File: src/hdl/htd_stack_mem.sv
`timescale 1ns / 1ps

// stack of interior nodes still waiting for their one child
module htd_stack_mem #(
	parameter int DEPTH = 32,
	parameter int SP_W  = 5,
	parameter int IDX_W = 9
) (
	input  logic             clk,
	input  logic             rd_en,
	input  logic [SP_W-1:0]  rd_addr,
	output logic [IDX_W-1:0] rd_data,
	input  logic             wr_en,
	input  logic [SP_W-1:0]  wr_addr,
	input  logic [IDX_W-1:0] wr_data
);

	logic [IDX_W-1:0] stack_mem [DEPTH];

	always_ff @(posedge clk) begin
		if (wr_en) begin
			stack_mem[wr_addr] <= wr_data;
		end
		if (rd_en) begin
			rd_data <= stack_mem[rd_addr];
		end
	end

endmodule

File: config.mk
export PLATFORM = sky130hd
export DESIGN_NAME = htd_stack_mem
export DESIGN_NICKNAME = d
export VERILOG_FILES = /design/src/hdl/htd_stack_mem.sv
export SDC_FILE = /design/constraint.sdc
export NUM_CORES = 1
export LEC_CHECK = 0
export BUFFER_PORTS_ARGS = -buffer_cell sky130_fd_sc_hd__buf_2
export CAP_MARGIN = 10
export CORE_MARGIN = 2
export CORE_UTILIZATION = 55
export CTS_CLUSTER_DIAMETER = 40
export DETAILED_ROUTE_END_ITERATION = 10
export GPL_ROUTABILITY_DRIVEN = 0
export PLACE_DENSITY_LB_ADDON = 0.1
export SYNTH_ARGS = -nofsm -noshare
export SYNTH_HDL_FRONTEND = slang
export SYNTH_SLANG_ARGS = --single-unit
File: constraint.sdc
create_clock -name clk -period 3.8 [get_ports clk]
set_input_delay 0.38 -clock clk [delete_from_list [all_inputs] [get_ports clk]]
set_output_delay 0.38 -clock clk [all_outputs]
set_load 0.005 [all_outputs]
==> metrics.yaml, run 1 <==
outcome:
  status: "finished clean"
min_path:
  holdCritPathClass: "input port to flip-flop"
clocking:
  cts.clk_slew.worst_paths_ns: 0.06
  post_cts_resize_count: 0
  htreeDepth: 2
  post_cts_buffers: 0
  cts_root_buf: "clkbuf_16"
  clkLatencyLatePin_ns: 0.50
  cts_hold_buf: 0
  clockBufferDepth: 3
  cts_buffers: 35
  cts_num_sinks: 297
  cts_tree: "done"
timing:
  slew_violations: 0
  finalSetupViolCount: 0
  rsz0062_at_grt: "no"
  final.min_clock_period_ns: 2.310
  final.period_utilization: 0.6080
  hold_ws_ns: 0.2792
  max_slew_margin: 0.1558
  worst_pin_slew_ns: 1.262
  finClkSkew_ns: 0.01404
  max_clock_freq_mhz: 432.9
  hold_viol: 0
  fin_setup_tns_ns: 0
detailed_routing:
  drt-initial-drc-count: 601
  drt-vias-per-instance: 6.236
  wirelength_met1_mm: 10.11
  route.met2.wl_mm: 10.99
  dr.pass1.iters: 5
  wl_met3_mm: 2.113
  routed.top_layer: "met4"
  route.detailed.drc: 0
  drtAntennaViolNets: 0
  wl_per_cell_um: 29.05
  vias: 5057
  totalWireLength_mm: 23.56
pwr:
  p_total_mw: 7.312
  peakVddDrop_mv: 0.5225
  p_per_area_nw_per_um2: 562.4
  leakage_nw: 4.076
global_route:
  grt_start_max_net_pins: 33
  antenna_found_initial: 0
  grt_remaining_overflow: 0
  grt_pass1_vias: 5134
  grt_first_pass_wirelength_mm: 34.77
  gr-usage-all-layers: 0.2257
yosys:
  synth_cells: 463
  ys_seq_elements: 297
  yosysTopAreaCell: "edfxtp_1"
  synth_area_leaders: "edfxtp_1 (78%), mux4_2 (18%), nor2_1 (1.1%), mux2_2 (0.89%), buf_4 (0.46%)"
  ys_warn_count: 0
  syn_area_um2: 11370
  synth_cell_type_count: 14
  syn_nets: 485
  ys_seq_area_frac: 0.7842
  yosysTopAreaCellShare: 0.7842
  synth.avg_cell_area_um2: 24.56
placed_design:
  hpwlAfterDp_mm: 14.07
  numPortBuffers: 30
  placed_cell_area_um2: 11840
worst_setup_path:
  crit_slowest_cell: "mux4_2"
  cp_data_arrival_time_ns: 2.56
  worstSetupPathType: "input port to flip-flop"
  startpoint_type: "input port"
  crit_fanout: 29
  cpMostUsedCell: "mux4_2"
  crit_path_end_kind: "flip-flop"
  cp.required_ns: 4.05
  slowest_delay_ns: 0.54
  crit_chain: "buf_4 > buf_12 > mux4_2 > mux4_2 > mux2_2"
floorplan:
  dieWidth_um: 147.8
  ioPinCount: 31
  placement_rows: 52
  initial_utilization: 0.5620
  die_h_um: 147.8
  coreArea_um2: 20230
  die-area_um2: 21840
final_layout:
  multiInputGateArea_um2: 2336
  drive_gt1_frac: 0.3586
  final_util: 0.6425
  syn_to_final_growth_pct: 14.32
  ff_latch_area_um2: 8919
  final_common_cell: "edfxtp_1"
  num-nets-final: 538
  antenna_cells: 0
  layout_common_cells: "edfxtp_1 (297), mux4_2 (90), clkbuf_16 (37), nor2_1 (33), buf_2 (29)"
  nFillCells: 1343
  stdcell_area_um2: 13000
run:
  drv_cap: 0
## final timing paths
kind | start | endpoint | slack (ns) | depth (start not counted)
worst max-delay path | rd_addr[0] | rd_data[0]$_DFFE_PP_ | 1.49 | 5
worst min-delay path | rd_en | rd_data[3]$_DFFE_PP_ | 0.28 | 1
worst max register to register | stack_mem[20][0]$_DFFE_PP_ | rd_data[0]$_DFFE_PP_ | 1.76 | 3
worst min register to register | stack_mem[12][5]$_DFFE_PP_ | rd_data[5]$_DFFE_PP_ | 1.00 | 3
## per-layer routing
| layer | global-route usage | vias up |
|---|---|---|
| li1 | - | 2104 |
| met1 | 0.3513 | 2684 |
| met2 | 0.3302 | 242 |
| met3 | 0.05556 | 27 |
| met4 | 0.05625 | 0 |
| met5 | 0 | - |
## synth_stat cells
cell and n:
buf_2 1, clkbuf_1 6, mux2_2 9, mux4_2 90
or3_1 1, or3b_2 3, buf_4 7, buf_1 7
nand3b_1 5, nor2_1 33, edfxtp_1 297, nand2_1 1
nand3_1 2, buf_6 1
## registers in the layout (all words and copies together) (netlist names)
| signal | cells |
|---|---|
| stack_mem | 288 |
| rd_data | 9 |
## cells by family after synthesis
family                 after synthesis  share of synthesized area
buffers and inverters               22                    0.01034
AND/OR/NAND/NOR                     45                    0.01826
flip-flops                         297                     0.7842
multiplexers                        99                     0.1871
## critical path: cells and delay by family
kind     cells  cell delay, ns
buf+inv      2            0.79
mux          3            1.36
## metrics by stage
step | instances | setup WS [ns]
2_1_floorplan | 463 | 1.517
3_3_place_gp | 749 | 0.8964
3_5_place_dp | 749 | 0.9253
4_1_cts | 811 | 1.434
5_1_grt | 811 | 1.377
6_report | 811 | 1.490
## layout make-up
| class | instances | area share |
|---|---|---|
| Tap cell | 270 | 0.02598 |
| Multi-Input combinational cell | 144 | 0.1797 |
| Clock buffer | 39 | 0.07179 |
| Sequential cell | 297 | 0.6860 |
| Timing Repair Buffer | 38 | 0.01925 |
| Clock inverter | 23 | 0.01732 |
## report_power, final
group          internal (mW)  switching (mW)  total (mW)
Sequential              3.66          0.0142        3.67
Combinational          0.146           0.187       0.333
Clock                   2.04            1.26        3.31
No activity file was read; power rests on OpenSTA's default activity.
==> run 2, diff against run 1 <==
==> constraint.sdc (replaced) <==
create_clock -name clk -period 2.4 [get_ports clk]
set_input_delay 0.24 -clock clk [delete_from_list [all_inputs] [get_ports clk]]
set_output_delay 0.24 -clock clk [all_outputs]
set_load 0.005 [all_outputs]
==> run 2 against run 1 <==
  * Design area up 3.8%
  * Cell count grew 5.1%
  * Sequential power is 59% higher
  * Combinational power is 66% higher
  * Worst hold slack got worse by 0.16 ns
  * Highest routed layer unchanged
==> metrics.yaml, run 2 (same netlist as run 1, synthesis figures left out) <==
outcome:
  status: "finished clean"  # unchanged
worst_setup_path:
  r2r_cells: 3  # unchanged
  cp_data_arrival_time_ns: 2.23  # was 2.56 ns
  startpoint_type: "flip-flop"  # was input port
  crit_path_end_kind: "flip-flop"  # unchanged
  cp.required_ns: 2.66  # was 4.05 ns
  crit_fanout: 1  # was 29
  worstSetupPathType: "flip-flop to flip-flop"  # was input port to flip-flop
timing:
  finClkSkew_ns: 0.009795  # was 0.01404 ns
  worst_pin_slew_ns: 0.6700  # was 1.262 ns
  finalSetupViolCount: 0  # unchanged
  final.min_clock_period_ns: 1.965
  final.period_utilization: 0.8189
  fin_setup_tns_ns: 0  # unchanged
  hold_viol: 0  # unchanged
  slew_violations: 0  # unchanged
  max_slew_margin: 0.5534  # was 0.1558
  max_clock_freq_mhz: 508.8
  rsz0062_at_grt: "no"  # unchanged
detailed_routing:
  route.detailed.drc: 0  # unchanged
  dr.pass1.iters: 4  # was 5
  totalWireLength_mm: 24.08  # was 23.56 mm
  drt-vias-per-instance: 6.225  # was 6.236
  vias: 5304  # was 5057
  drt-initial-drc-count: 554  # was 601
  drtAntennaViolNets: 0  # unchanged
  wl_per_cell_um: 28.26  # was 29.05 µm
global_route:
  grt_first_pass_wirelength_mm: 35.62  # was 34.77 mm
  grt_pass1_vias: 5400  # was 5134
  antenna_found_initial: 0  # unchanged
  grt_remaining_overflow: 0  # unchanged
  gr-usage-all-layers: 0.2317  # was 0.2257
  grt_start_max_net_pins: 45  # was 33
clocking:
  cts_buffers: 39  # was 35
  clkLatencyLatePin_ns: 0.52  # was 0.50 ns
  cts_root_buf: "clkbuf_16"  # unchanged
  cts.clk_slew.worst_paths_ns: 0.06  # about the same
  htreeDepth: 2  # unchanged
  cts_tree: "done"  # unchanged
  clockBufferDepth: 3  # unchanged
  cts_num_sinks: 297  # unchanged
  cts_hold_buf: 0  # unchanged
  post_cts_resize_count: 0  # unchanged
  post_cts_buffers: 0  # unchanged
run:
  drv_cap: 0  # unchanged
floorplan:
  initial_utilization: 0.5620  # unchanged
  coreArea_um2: 20230  # unchanged
  die_h_um: 147.8  # unchanged
  dieWidth_um: 147.8  # unchanged
  die-area_um2: 21840  # unchanged
  placement_rows: 52  # unchanged
  ioPinCount: 31  # unchanged
pwr:
  leakage_nw: 4.363  # was 4.076 nW
  p_per_area_nw_per_um2: 917.5  # was 562.4 nW/µm²
  peakVddDrop_mv: 0.9371  # was 0.5225 mV
final_layout:
  final_util: 0.6667  # was 0.6425
  layout_common_cells: "edfxtp_1 (297), mux4_2 (90), clkbuf_16 (41), buf_4 (38), nor2_1 (33)"  # was edfxtp_1 (297), mux4_2 (90), clkbuf_16 (37), nor2_1 (33), buf_2 (29)
  largest_register_ffs: 288  # unchanged
  reg.largest.list: "stack_mem x288, rd_data x9"  # unchanged
  nFillCells: 1267  # was 1343
  final_common_cell: "edfxtp_1"  # unchanged
  num-nets-final: 576  # was 538
  drive_gt1_frac: 0.4072  # was 0.3586
  syn_to_final_growth_pct: 18.63  # was 14.32%
  top_register: "stack_mem"  # unchanged
  antenna_cells: 0  # unchanged
placed_design:
  hpwlAfterDp_mm: 14.32  # was 14.07 mm
  numPortBuffers: 30  # unchanged
min_path:
  holdCritPathClass: "input port to flip-flop"  # unchanged
  hold_depth: 1  # unchanged
==> run 2: cell count changes in the layout (fill, tap and decap cells not counted) <==
cell	previous run	this run
clkinv_1	6	3
clkinvlp_4	4	5
bufinv_16	4	7
clkinv_4	1	3
clkinv_2	7	5
clkbuf_1	2	3
inv_8	0	1
buf_4	6	38
clkbuf_16	37	41
buf_12	3	5
==> run 2: routing by layer <==
layer,wire length [µm],global-route usage,vias to the layer above,share of wire
met2,11350,0.3449,237,0.47
met3,1770,0.04321,28,0.074
met4,311,0.05769,0,0.013
li1,-,-,2182,-
met5,0,0,-,0
met1,10650,0.3652,2857,0.44
==> run 2: cell type report <==
cell class,count,area (µm²),area share
clock buffers,44,1037,0.07689
clock inverters,25,330.3,0.02449
multi-input cells,144,2336,0.1732
flip-flops and latches,297,8919,0.6611
well taps,270,337.8,0.02504
repair buffers,72,530.5,0.03932
==> run 2: power by group <==
group	internal (mW)	switching, mW
Sequential	5.79	0.0226
Clock	3.88	2.13
Combinational	0.246	0.308
==> run 2: per-stage QoR <==
step	total power, mW	instances	hold WS [ns]	area [µm²]	setup slack (ns)
final	12.38	852	0.1159	13490	0.4346
after detailed placement	6.486	783	0.6414	12120	0.05926
after floorplan	6.220	463	0.3389	11370	0.2569
after global placement	6.466	783	0.6273	12120	0.07975
after global routing	12.72	852	0.1130	13490	0.3822
after CTS	12.49	852	0.1020	13490	0.4253
==> run 2: critical path: stages, from the launching register on <==
cell	delay [ns]
edfxtp_1	0.36
mux4_2	0.53
mux4_2	0.54
mux2_2	0.29
==> run 2: final timing paths <==
path | start | slack, ns | to
setup / recovery | stack_mem[5][8]$_DFFE_PP_ | 0.43 | rd_data[8]$_DFFE_PP_
hold / removal | rd_en | 0.12 | rd_data[2]$_DFFE_PP_
setup reg to reg | stack_mem[5][8]$_DFFE_PP_ | 0.43 | rd_data[8]$_DFFE_PP_
hold reg to reg | stack_mem[0][1]$_DFFE_PP_ | 0.99 | rd_data[1]$_DFFE_PP_
